### src/rtl/cc20_pkg.sv
// ----------------------------------------------------------------------------
// cc20_pkg
// Shared types, constants and helper functions of the ChaCha20 stream cipher.
// ----------------------------------------------------------------------------
package cc20_pkg;

   // round schedule
   localparam int DOUBLE_ROUNDS = 10;
   localparam int ROUND_COUNT   = 2 * DOUBLE_ROUNDS;
   localparam int ROUND_W       = $clog2(ROUND_COUNT);
   localparam int BLOCK_WORDS   = 16;
   localparam int WORD_AW       = 4;
   localparam int WORD_W        = 32;
   localparam int CTR_W         = 64;
   localparam int CSR_AW        = 3;
   localparam int CSR_DW        = 64;
   localparam int VB_W          = 3;

   // "expand 32-byte k"
   localparam logic [31:0] SIGMA_0 = 32'h61707865;
   localparam logic [31:0] SIGMA_1 = 32'h3320646e;
   localparam logic [31:0] SIGMA_2 = 32'h79622d32;
   localparam logic [31:0] SIGMA_3 = 32'h6b206574;

   // quarter round rotate amounts, one per step
   localparam int ROT_0 = 16;
   localparam int ROT_1 = 12;
   localparam int ROT_2 = 8;
   localparam int ROT_3 = 7;

   // register indexes
   typedef enum logic [CSR_AW-1:0] {
      CSR_KEY_0_7   = 3'd0,
      CSR_KEY_8_15  = 3'd1,
      CSR_KEY_16_23 = 3'd2,
      CSR_KEY_24_31 = 3'd3,
      CSR_NONCE     = 3'd4,
      CSR_START_CTR = 3'd5
   } csr_index_type;

   // word byte counts
   localparam logic [VB_W-1:0] VB_NONE  = 3'd0;
   localparam logic [VB_W-1:0] VB_ONE   = 3'd1;
   localparam logic [VB_W-1:0] VB_TWO   = 3'd2;
   localparam logic [VB_W-1:0] VB_THREE = 3'd3;

   typedef struct packed {
      logic [CSR_DW-1:0] key_0_7;
      logic [CSR_DW-1:0] key_8_15;
      logic [CSR_DW-1:0] key_16_23;
      logic [CSR_DW-1:0] key_24_31;
      logic [CSR_DW-1:0] nonce;
      logic [CSR_DW-1:0] start_ctr;
   } cc20_cfg_type;

   // block build request toward the round core
   typedef struct packed {
      logic             start;
      logic [CTR_W-1:0] counter;
   } cc20_start_type;

   // keystream memory write port
   typedef struct packed {
      logic               we;
      logic [WORD_AW-1:0] addr;
      logic [WORD_W-1:0]  data;
   } cc20_wr_type;

   typedef enum logic [1:0] {
      ST_IDLE,
      ST_BUILD,
      ST_READ,
      ST_HOLD
   } cc20_state_type;

   typedef enum logic [1:0] {
      CORE_IDLE,
      CORE_ROUND,
      CORE_FEED
   } cc20_core_state_type;

   function automatic logic [WORD_W-1:0] rotl32(input logic [WORD_W-1:0] v, input int n);
      rotl32 = (v << n) | (v >> (WORD_W - n));
   endfunction

   // input state word of a block
   function automatic logic [WORD_W-1:0] init_word(input logic [WORD_AW-1:0] idx,
                                                   input cc20_cfg_type cfg,
                                                   input logic [CTR_W-1:0] ctr);
      logic [WORD_W-1:0] r;
      unique case (idx)
         4'd0:    r = SIGMA_0;
         4'd1:    r = SIGMA_1;
         4'd2:    r = SIGMA_2;
         4'd3:    r = SIGMA_3;
         4'd4:    r = cfg.key_0_7[31:0];
         4'd5:    r = cfg.key_0_7[63:32];
         4'd6:    r = cfg.key_8_15[31:0];
         4'd7:    r = cfg.key_8_15[63:32];
         4'd8:    r = cfg.key_16_23[31:0];
         4'd9:    r = cfg.key_16_23[63:32];
         4'd10:   r = cfg.key_24_31[31:0];
         4'd11:   r = cfg.key_24_31[63:32];
         4'd12:   r = ctr[31:0];
         4'd13:   r = ctr[63:32];
         4'd14:   r = cfg.nonce[31:0];
         default: r = cfg.nonce[63:32];
      endcase
      return r;
   endfunction

   // state word of one quarter round lane; diagonal rounds shift each row
   function automatic logic [WORD_AW-1:0] qr_index(input logic [1:0] lane,
                                                   input logic diag,
                                                   input logic [1:0] row);
      logic [1:0] col;
      col = diag ? 2'(lane + row) : lane;
      return {row, col};
   endfunction

   // keep only the valid bytes, counts above four keep all
   function automatic logic [WORD_W-1:0] byte_mask(input logic [VB_W-1:0] vb);
      logic [WORD_W-1:0] m;
      case (vb)
         VB_NONE:  m = 32'h0000_0000;
         VB_ONE:   m = 32'h0000_00ff;
         VB_TWO:   m = 32'h0000_ffff;
         VB_THREE: m = 32'h00ff_ffff;
         default:  m = 32'hffff_ffff;
      endcase
      return m;
   endfunction

endpackage

### src/rtl/cc20_if.sv
// ----------------------------------------------------------------------------
// cc20 stream interfaces
// Valid/ready channels for text words in and cipher words out.
// ----------------------------------------------------------------------------
interface cc20_req_if;
   logic        valid;
   logic        ready;
   logic [31:0] text_word;
   logic [2:0]  valid_bytes;
   logic        last_word;

   modport source (output valid, text_word, valid_bytes, last_word, input ready);
   modport sink   (input valid, text_word, valid_bytes, last_word, output ready);
endinterface

interface cc20_rsp_if;
   logic        valid;
   logic        ready;
   logic [31:0] out_word;
   logic [2:0]  out_valid_bytes;
   logic        out_last;
   logic [63:0] next_counter;

   modport source (output valid, out_word, out_valid_bytes, out_last, next_counter,
                   input ready);
   modport sink   (input valid, out_word, out_valid_bytes, out_last, next_counter,
                   output ready);
endinterface

### src/rtl/cc20_ram.sv
// ----------------------------------------------------------------------------
// cc20_ram
// Generic simple dual port RAM, one write port, one registered read port.
// ----------------------------------------------------------------------------
module cc20_ram #(
   parameter int WIDTH = 32,
   parameter int DEPTH = 16,
   localparam int AW   = $clog2(DEPTH)
) (
   input  logic             clock,
   input  logic             we,
   input  logic [AW-1:0]    waddr,
   input  logic [WIDTH-1:0] wdata,
   input  logic [AW-1:0]    raddr,
   output logic [WIDTH-1:0] rdata
);

   logic [WIDTH-1:0] mem_ff [DEPTH];
   logic [WIDTH-1:0] rdata_ff;

   // write port
   always_ff @(posedge clock) begin
      if (we) begin
         mem_ff[waddr] <= wdata;
      end
   end

   // registered read port
   always_ff @(posedge clock) begin
      rdata_ff <= mem_ff[raddr];
   end

   assign rdata = rdata_ff;

endmodule

### src/rtl/cc20_core.sv
// ----------------------------------------------------------------------------
// cc20_core
// Block function: runs the double rounds one quarter round step per cycle
// over four lanes, then writes the feed-forward sums into keystream memory.
// ----------------------------------------------------------------------------
module cc20_core (
   input  logic                    clock,
   input  logic                    reset,
   input  cc20_pkg::cc20_cfg_type  cfg,
   input  cc20_pkg::cc20_start_type start,
   output logic                    done,
   output cc20_pkg::cc20_wr_type   wr
);

   cc20_pkg::cc20_core_state_type state_ff, state_in;

   logic [cc20_pkg::WORD_W-1:0]  w_ff [cc20_pkg::BLOCK_WORDS];
   logic [cc20_pkg::WORD_W-1:0]  w_step [cc20_pkg::BLOCK_WORDS];
   logic [cc20_pkg::WORD_W-1:0]  w_init [cc20_pkg::BLOCK_WORDS];
   logic [cc20_pkg::CTR_W-1:0]   ctr_ff;
   logic [cc20_pkg::ROUND_W-1:0] round_ff;
   logic [1:0]                   step_ff;
   logic [cc20_pkg::WORD_AW-1:0] feed_ff;

   logic [cc20_pkg::WORD_AW-1:0] x_idx [4];
   logic [cc20_pkg::WORD_AW-1:0] y_idx [4];
   logic [cc20_pkg::WORD_AW-1:0] z_idx [4];
   logic [cc20_pkg::WORD_W-1:0]  sum_w [4];
   logic [cc20_pkg::WORD_W-1:0]  mix_w [4];
   logic                         last_step;

   // input state of a new block
   always_comb begin
      for (int i = 0; i < cc20_pkg::BLOCK_WORDS; i++) begin
         w_init[i] = cc20_pkg::init_word(cc20_pkg::WORD_AW'(i), cfg, start.counter);
      end
   end

   // one quarter round step on all four lanes; lanes touch disjoint words
   always_comb begin
      for (int l = 0; l < 4; l++) begin
         x_idx[l] = cc20_pkg::qr_index(2'(l), round_ff[0], step_ff[0] ? 2'd2 : 2'd0);
         y_idx[l] = cc20_pkg::qr_index(2'(l), round_ff[0], step_ff[0] ? 2'd3 : 2'd1);
         z_idx[l] = cc20_pkg::qr_index(2'(l), round_ff[0], step_ff[0] ? 2'd1 : 2'd3);
         sum_w[l] = w_ff[x_idx[l]] + w_ff[y_idx[l]];
         case (step_ff)
            2'd0:    mix_w[l] = cc20_pkg::rotl32(w_ff[z_idx[l]] ^ sum_w[l], cc20_pkg::ROT_0);
            2'd1:    mix_w[l] = cc20_pkg::rotl32(w_ff[z_idx[l]] ^ sum_w[l], cc20_pkg::ROT_1);
            2'd2:    mix_w[l] = cc20_pkg::rotl32(w_ff[z_idx[l]] ^ sum_w[l], cc20_pkg::ROT_2);
            default: mix_w[l] = cc20_pkg::rotl32(w_ff[z_idx[l]] ^ sum_w[l], cc20_pkg::ROT_3);
         endcase
      end
      w_step = w_ff;
      for (int l = 0; l < 4; l++) begin
         w_step[x_idx[l]] = sum_w[l];
         w_step[z_idx[l]] = mix_w[l];
      end
   end

   assign last_step = (step_ff == 2'd3) &&
                      (round_ff == cc20_pkg::ROUND_W'(cc20_pkg::ROUND_COUNT - 1));

   // next state
   always_comb begin
      state_in = state_ff;
      unique case (state_ff)
         cc20_pkg::CORE_IDLE: begin
            if (start.start) begin
               state_in = cc20_pkg::CORE_ROUND;
            end
         end
         cc20_pkg::CORE_ROUND: begin
            if (last_step) begin
               state_in = cc20_pkg::CORE_FEED;
            end
         end
         cc20_pkg::CORE_FEED: begin
            if (feed_ff == cc20_pkg::WORD_AW'(cc20_pkg::BLOCK_WORDS - 1)) begin
               state_in = cc20_pkg::CORE_IDLE;
            end
         end
         default: state_in = cc20_pkg::CORE_IDLE;
      endcase
   end

   // outputs: feed-forward add straight into the memory
   always_comb begin
      wr.we   = (state_ff == cc20_pkg::CORE_FEED);
      wr.addr = feed_ff;
      wr.data = w_ff[feed_ff] + cc20_pkg::init_word(feed_ff, cfg, ctr_ff);
      done    = (state_ff == cc20_pkg::CORE_FEED) &&
                (feed_ff == cc20_pkg::WORD_AW'(cc20_pkg::BLOCK_WORDS - 1));
   end

   // control registers
   always_ff @(posedge clock) begin
      if (reset) begin
         state_ff <= cc20_pkg::CORE_IDLE;
         round_ff <= '0;
         step_ff  <= '0;
         feed_ff  <= '0;
      end else begin
         state_ff <= state_in;
         if (state_ff == cc20_pkg::CORE_IDLE) begin
            round_ff <= '0;
            step_ff  <= '0;
            feed_ff  <= '0;
         end else if (state_ff == cc20_pkg::CORE_ROUND) begin
            step_ff <= step_ff + 2'd1;
            if (step_ff == 2'd3) begin
               round_ff <= round_ff + cc20_pkg::ROUND_W'(1);
            end
         end else begin
            feed_ff <= feed_ff + cc20_pkg::WORD_AW'(1);
         end
      end
   end

   // working state
   always_ff @(posedge clock) begin
      if (state_ff == cc20_pkg::CORE_IDLE && start.start) begin
         w_ff   <= w_init;
         ctr_ff <= start.counter;
      end else if (state_ff == cc20_pkg::CORE_ROUND) begin
         w_ff <= w_step;
      end
   end

endmodule

### src/rtl/chacha20_stream_cipher.sv
// ----------------------------------------------------------------------------
// chacha20_stream_cipher
// ChaCha20 stream cipher, 64-bit block counter and 64-bit nonce.
// ----------------------------------------------------------------------------
// Usage: text words enter on req_if (valid/ready), byte zero in bits 7:0 with
// a valid byte count and a last flag. Each word leaves on rsp_if XORed with
// its keystream word, unused bytes zeroed; on the last word next_counter
// carries the block counter after the message. Key, nonce and start counter
// are written through the csr_ port while no word is in flight; the counter
// is loaded from start_counter on the first word of each message.
// A word inside a keystream block is read from the keystream RAM and goes
// to the result register with no build. The first word of a block starts a
// build in the shared round core at its accepting edge: 4 * 2 * DOUBLE_ROUNDS
// quarter round steps (80), sixteen feed-forward writes into the keystream
// RAM, one RAM read and the result load, after which rsp valid rises.
// One word is in flight at a time; the next is accepted while the result
// register still waits on a stalled receiver.
// Reset clears the control and configuration state, not the keystream RAM.
// ----------------------------------------------------------------------------
module chacha20_stream_cipher (
   input  logic        clock,
   input  logic        reset,
   cc20_req_if.sink    req_if,
   cc20_rsp_if.source  rsp_if,
   input  logic        csr_we,
   input  logic [2:0]  csr_index,
   input  logic [63:0] csr_wdata
);

   cc20_pkg::cc20_cfg_type   cfg_ff;
   cc20_pkg::cc20_state_type state_ff, state_in;
   cc20_pkg::cc20_start_type core_start;
   cc20_pkg::cc20_wr_type    ram_wr;
   logic                     core_done;

   logic                               in_msg_ff;
   logic [cc20_pkg::WORD_AW-1:0]       pos_ff;
   logic [cc20_pkg::WORD_AW-1:0]       addr_ff;
   logic [cc20_pkg::CTR_W-1:0]         cnt_ff;
   logic [cc20_pkg::WORD_W-1:0]        text_ff;
   logic [cc20_pkg::VB_W-1:0]          vb_ff;
   logic                               last_ff;

   logic                               rsp_valid_ff;
   logic [cc20_pkg::WORD_W-1:0]        out_word_ff;
   logic [cc20_pkg::VB_W-1:0]          out_vb_ff;
   logic                               out_last_ff;
   logic [cc20_pkg::CTR_W-1:0]         next_cnt_ff;

   logic                               accept;
   logic                               need_build;
   logic                               rsp_load;
   logic [cc20_pkg::WORD_AW-1:0]       pos_eff;
   logic [cc20_pkg::CTR_W-1:0]         cnt_eff;
   logic [cc20_pkg::WORD_AW-1:0]       ram_raddr;
   logic [cc20_pkg::WORD_W-1:0]        ram_rdata;

   // configuration register decode
   always_ff @(posedge clock) begin
      if (reset) begin
         cfg_ff <= '0;
      end else if (csr_we) begin
         unique case (cc20_pkg::csr_index_type'(csr_index))
            cc20_pkg::CSR_KEY_0_7:   cfg_ff.key_0_7   <= csr_wdata;
            cc20_pkg::CSR_KEY_8_15:  cfg_ff.key_8_15  <= csr_wdata;
            cc20_pkg::CSR_KEY_16_23: cfg_ff.key_16_23 <= csr_wdata;
            cc20_pkg::CSR_KEY_24_31: cfg_ff.key_24_31 <= csr_wdata;
            cc20_pkg::CSR_NONCE:     cfg_ff.nonce     <= csr_wdata;
            cc20_pkg::CSR_START_CTR: cfg_ff.start_ctr <= csr_wdata;
            default: ;
         endcase
      end
   end

   // message position as seen by the word being accepted
   assign accept     = req_if.valid && req_if.ready;
   assign pos_eff    = in_msg_ff ? pos_ff : '0;
   assign cnt_eff    = in_msg_ff ? cnt_ff : cfg_ff.start_ctr;
   assign need_build = (pos_eff == '0);
   assign rsp_load   = (state_ff == cc20_pkg::ST_HOLD) && (!rsp_valid_ff || rsp_if.ready);
   assign ram_raddr  = (state_ff == cc20_pkg::ST_IDLE) ? pos_eff : addr_ff;

   // next state
   always_comb begin
      state_in = state_ff;
      unique case (state_ff)
         cc20_pkg::ST_IDLE: begin
            if (accept) begin
               state_in = need_build ? cc20_pkg::ST_BUILD : cc20_pkg::ST_HOLD;
            end
         end
         cc20_pkg::ST_BUILD: begin
            if (core_done) begin
               state_in = cc20_pkg::ST_READ;
            end
         end
         cc20_pkg::ST_READ: state_in = cc20_pkg::ST_HOLD;
         cc20_pkg::ST_HOLD: begin
            if (rsp_load) begin
               state_in = cc20_pkg::ST_IDLE;
            end
         end
         default: state_in = cc20_pkg::ST_IDLE;
      endcase
   end

   // outputs of the sequencer
   always_comb begin
      req_if.ready        = (state_ff == cc20_pkg::ST_IDLE);
      core_start.start    = (state_ff == cc20_pkg::ST_IDLE) && accept && need_build;
      core_start.counter  = cnt_eff;
   end

   // message control and word capture
   always_ff @(posedge clock) begin
      if (reset) begin
         state_ff  <= cc20_pkg::ST_IDLE;
         in_msg_ff <= 1'b0;
         pos_ff    <= '0;
         cnt_ff    <= '0;
      end else begin
         state_ff <= state_in;
         if (accept) begin
            in_msg_ff <= !req_if.last_word;
            pos_ff    <= req_if.last_word ? '0 : pos_eff + cc20_pkg::WORD_AW'(1);
            cnt_ff    <= need_build ? cnt_eff + cc20_pkg::CTR_W'(1) : cnt_eff;
         end
      end
   end

   always_ff @(posedge clock) begin
      if (accept) begin
         addr_ff <= pos_eff;
         text_ff <= req_if.text_word;
         vb_ff   <= req_if.valid_bytes;
         last_ff <= req_if.last_word;
      end
   end

   // result register
   always_ff @(posedge clock) begin
      if (reset) begin
         rsp_valid_ff <= 1'b0;
      end else if (rsp_load) begin
         rsp_valid_ff <= 1'b1;
      end else if (rsp_if.ready) begin
         rsp_valid_ff <= 1'b0;
      end
   end

   always_ff @(posedge clock) begin
      if (rsp_load) begin
         out_word_ff <= (text_ff ^ ram_rdata) & cc20_pkg::byte_mask(vb_ff);
         out_vb_ff   <= vb_ff;
         out_last_ff <= last_ff;
         next_cnt_ff <= last_ff ? cnt_ff : '0;
      end
   end

   assign rsp_if.valid           = rsp_valid_ff;
   assign rsp_if.out_word        = out_word_ff;
   assign rsp_if.out_valid_bytes = out_vb_ff;
   assign rsp_if.out_last        = out_last_ff;
   assign rsp_if.next_counter    = next_cnt_ff;

   // block function
   cc20_core u_core (
      .clock (clock),
      .reset (reset),
      .cfg   (cfg_ff),
      .start (core_start),
      .done  (core_done),
      .wr    (ram_wr)
   );

   // keystream block memory
   cc20_ram #(
      .WIDTH (cc20_pkg::WORD_W),
      .DEPTH (cc20_pkg::BLOCK_WORDS)
   ) u_ks_ram (
      .clock (clock),
      .we    (ram_wr.we),
      .waddr (ram_wr.addr),
      .wdata (ram_wr.data),
      .raddr (ram_raddr),
      .rdata (ram_rdata)
   );

   // the round core only finishes while a word waits on it
   a_done_in_build: assert property (@(posedge clock) disable iff (reset)
      core_done |-> state_ff == cc20_pkg::ST_BUILD)
      else $error("block build finished outside build state");

   // the first word of a block always starts a build
   a_build_follows: assert property (@(posedge clock) disable iff (reset)
      (accept && need_build) |=> state_ff == cc20_pkg::ST_BUILD)
      else $error("block boundary word did not start a build");

   // a result appears only from the hold state
   a_load_from_hold: assert property (@(posedge clock) disable iff (reset)
      $rose(rsp_valid_ff) |-> $past(state_ff == cc20_pkg::ST_HOLD))
      else $error("result raised without a completed read");

   // next counter is only reported on the last word
   a_counter_on_last: assert property (@(posedge clock) disable iff (reset)
      (rsp_valid_ff && !out_last_ff) |-> next_cnt_ff == '0)
      else $error("next counter reported on a non-final word");

endmodule

### src/flat_wrapper.sv
// flat-port wrapper written by rule: the top's interface ports become plain ports
module chacha20_stream_cipher_flat 
  (clock, reset, csr_we, csr_index, csr_wdata, req_if_valid, req_if_text_word, req_if_valid_bytes, req_if_last_word, req_if_ready, rsp_if_valid, rsp_if_out_word, rsp_if_out_valid_bytes, rsp_if_out_last, rsp_if_next_counter, rsp_if_ready);
  cc20_req_if req_if_i ();
  cc20_rsp_if rsp_if_i ();
  input  logic clock;
  input  logic reset;
  input  logic csr_we;
  input  logic [2:0] csr_index;
  input  logic [63:0] csr_wdata;
  input wire logic [$bits(req_if_i.valid)-1:0] req_if_valid;
  input wire logic [$bits(req_if_i.text_word)-1:0] req_if_text_word;
  input wire logic [$bits(req_if_i.valid_bytes)-1:0] req_if_valid_bytes;
  input wire logic [$bits(req_if_i.last_word)-1:0] req_if_last_word;
  output wire logic [$bits(req_if_i.ready)-1:0] req_if_ready;
  output wire logic [$bits(rsp_if_i.valid)-1:0] rsp_if_valid;
  output wire logic [$bits(rsp_if_i.out_word)-1:0] rsp_if_out_word;
  output wire logic [$bits(rsp_if_i.out_valid_bytes)-1:0] rsp_if_out_valid_bytes;
  output wire logic [$bits(rsp_if_i.out_last)-1:0] rsp_if_out_last;
  output wire logic [$bits(rsp_if_i.next_counter)-1:0] rsp_if_next_counter;
  input wire logic [$bits(rsp_if_i.ready)-1:0] rsp_if_ready;
  assign req_if_i.valid = req_if_valid;
  assign req_if_i.text_word = req_if_text_word;
  assign req_if_i.valid_bytes = req_if_valid_bytes;
  assign req_if_i.last_word = req_if_last_word;
  assign req_if_ready = req_if_i.ready;
  assign rsp_if_valid = rsp_if_i.valid;
  assign rsp_if_out_word = rsp_if_i.out_word;
  assign rsp_if_out_valid_bytes = rsp_if_i.out_valid_bytes;
  assign rsp_if_out_last = rsp_if_i.out_last;
  assign rsp_if_next_counter = rsp_if_i.next_counter;
  assign rsp_if_i.ready = rsp_if_ready;
  chacha20_stream_cipher u_core (.clock(clock), .reset(reset), .req_if(req_if_i), .rsp_if(rsp_if_i), .csr_we(csr_we), .csr_index(csr_index), .csr_wdata(csr_wdata));
endmodule
### config.mk
export PLATFORM = sky130hd
export DESIGN_NAME = chacha20_stream_cipher_flat
export DESIGN_NICKNAME = d
export VERILOG_FILES = /design/src/rtl/cc20_pkg.sv /design/src/rtl/cc20_if.sv /design/src/rtl/cc20_ram.sv /design/src/rtl/cc20_core.sv /design/src/rtl/chacha20_stream_cipher.sv /design/src/flat_wrapper.sv
export SDC_FILE = /design/constraint.sdc
export NUM_CORES = 2
export LEC_CHECK = 0
export BUFFER_PORTS_ARGS = -buffer_cell sky130_fd_sc_hd__buf_4
export CAP_MARGIN = 20
export CORE_MARGIN = 3
export CORE_UTILIZATION = 50
export DETAILED_ROUTE_END_ITERATION = 8
export PLACE_DENSITY = 0.69
export SLEW_MARGIN = 25
export SYNTH_ARGS = -nofsm -noshare
export SYNTH_HDL_FRONTEND = slang
export SYNTH_HIERARCHICAL = 1
export SYNTH_SLANG_ARGS = --single-unit
### constraint.sdc
create_clock -name clock -period 10.25 [get_ports clock]
set_clock_uncertainty 0.1 [all_clocks]
set_input_delay 1.5375 -clock clock [delete_from_list [all_inputs] [get_ports clock]]
set_output_delay 1.5375 -clock clock [all_outputs]
set_load 0.03 [all_outputs]
==> flow_metrics.tcl <==
set metrics [dict create \
    status "complete, but fails checks" \
    failed_checks "design-rule violations" \
    grt_overflow 0 \
    die_w_um 451 \
    min_path_type "register to register" \
    synthSimpleGateAreaFrac_pct 12.1 \
    grt_max_degree 226 \
    place_congestion 1.17 \
    synth_top_area_share_pct 33.3 \
    crit_chain "inv_1, ha_1, and2_1, a22o_1, a221oi_1, a41oi_1, ha_1, fa_1, a21o_1, a21oi_1, o21bai_1, a21oi_1, o21ai_0, o21ai_0, o21ai_0, a211oi_1, o31ai_1, xor2_2" \
    setup_tns_ns 0 \
    area_growth_pct 11.4 \
    synth_xor_area_share_pct 3.58 \
    worstHoldStart "u_core/last_ff" \
    avgSynthCellArea_um2 10.8 \
    worst_setup_path_start_kind "register" \
    cts-resized-gates 0 \
    synthTopCellsByCount "nand2_1, edfxtp_1, a21oi_1" \
    grt_pass1_wl_mm 704 \
    async_reset_ff_share_pct 0 \
    ys_seq_area_share_pct 46.0 \
    fillers 16390 \
    hpwl_mm 381 \
    yosysWarnings 6 \
    dieHeight_um 451 \
    grt_antenna_before_repair 55 \
    fmaxAchievable_mhz 114 \
    synthAdderAreaFrac_pct 2.26 \
    critical_path.max_fanout 34 \
    topRoutingLayerUsed "met5" \
    wl_met2_mm 222 \
    power_mw 47.6 \
    synth_ff_type "edfxtp_1" \
    clockBufferDepth 3 \
    finalNonFillerCells 11959 \
    htree_levels 4 \
    synth_edf_count 1100 \
    rr_worst_depth 18 \
    dr.pass1.iters 9 \
    numCtsBuffers 188 \
    synth_compound_area_share_pct 17.5 \
    criticalPathCategory "register to register" \
    slew_headroom_pct 15.2 \
    core_area_mm2 0.196 \
    rsz0062_at_grt "false" \
    drive_gt1_share_pct 16.8 \
    setup_viol 0 \
    wl_met3_mm 65.1 \
    drv_cap 0 \
    wl_per_cell_um 43.7 \
    critPathTopFamily "compound AO/OA/AOI/OAI gates" \
    hold_violations 0 \
    synth_area_mm2 0.0991 \
    io_pins 210 \
    r2r_slack_ns 1.51 \
    slew_violations 0 \
    die-area_mm2 0.204 \
    slowest_delay_ns 1.05 \
    min_period_ns 8.74 \
    ys_ff_latch 1729 \
    grtUsageTotal_pct 50.3 \
    multiInputGateArea_mm2 0.0510 \
    drc_errors 1 \
    nets 9406 \
    rows 162 \
    clock_latency_ns 0.88 \
    crit_buf_inv 1 \
    timing.rr.start "u_core/u_core/feed_ff[0]" \
    crit_top_cell "o21ai_0" \
    root_buffer "clkbuf_16" \
    crit_path_end_kind "register" \
    start_util_pct 50.6 \
    seqCellArea_mm2 0.0457 \
    synthTopCellsByArea "edfxtp_1, dfxtp_1, mux4_2, nand2_1, a21oi_1" \
    drt-total-wl_mm 522 \
    yosysTopAreaCell "edfxtp_1" \
    tritoncts "done" \
    yosysMostFrequentCell "nand2_1" \
    synthesis.nets 9492 \
    min_path_cells 0 \
    synth_top_family_by_area "compound AO/OA/AOI/OAI gates" \
    crit_arrival_ns 9.22 \
    vias 88401 \
    r2r_end "u_core/u_ks_ram/mem_ff[9][30]" \
    wl_met1_mm 172 \
    cellLeakagePower_nw 37.6 \
    path_clk_slew_ns 0.06 \
    whs_endpoint "u_core/rsp_if.out_last" \
    netlist_instances 9208 \
    synth_mux_area_share_pct 15.2 \
    clkSinkCount 1729 \
    dp_cells 11556 \
    post-route-period-util_pct 85.3 \
    synth_cell_types 132 \
    worst_path_max_delay_cell "o21ai_0" \
    post_drt_via_cell_ratio 7.39 \
    hold_buffers 0 \
    drtAntennaViolNets 0 \
    grt_pass1_vias 81789 \
    tightest_slew_ns 1.26 \
    crit_required_ns 10.73 \
    post-cts-setup-buffers 0 \
    pwr_density_cell_mw_per_mm2 431 \
    ir_worst_vdd_uv 265 \
    drtIter0Drc 16249 \
    io_buffer_count 209 \
]
how the worst max path moves through the flow:
stage / start / to / slack [ns] / cells past startpoint
2_1_floorplan: u_core/u_core/feed_ff[0] / u_core/u_ks_ram/mem_ff[0][30] / 3.34 / 24
3_3_place_gp: u_core/u_core/feed_ff[0] / u_core/u_ks_ram/mem_ff[0][30] / 2.32 / 18
3_5_place_dp: u_core/u_core/feed_ff[0] / u_core/u_ks_ram/mem_ff[9][30] / 2.06 / 18
4_1_cts: u_core/u_core/feed_ff[0] / u_core/u_ks_ram/mem_ff[2][30] / 1.93 / 18
5_1_grt: u_core/u_core/feed_ff[0] / u_core/u_ks_ram/mem_ff[9][30] / 1.54 / 18
6_report: u_core/u_core/feed_ff[0] / u_core/u_ks_ram/mem_ff[9][30] / 1.51 / 18
worst register-to-register path, delay by kind of cell (launching register included):
family	cells	cell delay [ns]
compound gates	12	4.82
xor+xnor	1	0.60
fa+ha+maj	3	1.48
buf+inv	1	0.18
flops	1	0.84
simple gates	1	0.46
report_power, final:
group	switching (mW)	internal, mW	total (mW)
Clock	3.14	3.98	7.12
Combinational	21.0	8.53	29.5
Sequential	1.46	9.51	11.0
per-stage QoR:
step | worst slack [ns] | hold slack [ns] | util [%] | instance area, µm²
after floorplan | 3.34 | 0.324 | - | 99100
final | 1.51 | 0.353 | 56.3 | 110000
after global placement | 2.32 | 0.341 | 52.8 | 103000
after detailed placement | 2.06 | 0.339 | 52.9 | 104000
after CTS | 1.93 | 0.355 | 56.1 | 110000
after global routing | 1.54 | 0.372 | 56.3 | 110000
cells by family (layout without fill, tap and decap cells):
kind of cell               count (synthesis)  count (layout)
DFF                                     1729            1729
AOI/OAI and AO/OA                       2599            2599
and+or+nand+nor                         2701            2701
adders and majority gates                176             176
muxes                                    852             852
other                                      0              46
xor gates and xnor gates                 340             340
buffers and inverters                    811             892
layer usage:
layer / GRT usage (%) / vias up
met2: 73.8 / 7653
met1: 58.1 / 43673
met5: 0.900 / -
met3: 16.3 / 2047
li1: - / 34998
met4: 46.9 / 30
cells in the final DEF (no fill, tap or decap), types with 55 or more instances in the layout:
master	instances
mux4_2	517
a21oi_1	918
a21o_1	120
nand3_1	131
xor2_1	103
a221oi_1	102
clkbuf_1	60
nand2_1	1482
and2_1	131
a31oi_1	75
xnor2_1	166
buf_4	426
dfxtp_1	622
inv_1	84
nor3_1	81
nor2_1	475
ha_1	167
a22oi_1	186
nand4_1	61
o21ai_0	383
o211ai_1	55
edfxtp_1	1100
mux2_2	60
clkbuf_16	191
mux2i_1	271
a22o_1	142
flip-flops by register name (all words and copies together), names as in the netlist, 3 cells and up:
name	flops
u_core/pos_ff	4
u_core/addr_ff	4
u_core/u_ks_ram/rdata	32
u_core/u_core/round_ff	5
u_core/cfg_ff	384
u_core/u_ks_ram/mem_ff	512
u_core/rsp_if.next_counter	64
u_core/text_ff	32
u_core/rsp_if.out_valid_bytes	3
u_core/u_core/w_ff	512
u_core/u_core/feed_ff	4
u_core/rsp_if.out_word	32
u_core/cnt_ff	64
u_core/vb_ff	3
u_core/u_core/ctr_ff	64
final cells by class:
cell class	count	share of cell area (%)
clock inverters	84	1.02
flip-flops and latches	1729	41.4
repair buffers	443	3.20
multi-input cells	6668	46.2
inverters	92	0.331
well taps	2624	2.98
diodes	46	0.104
clock buffers	273	4.81
(Power assumes the default switching activity.)
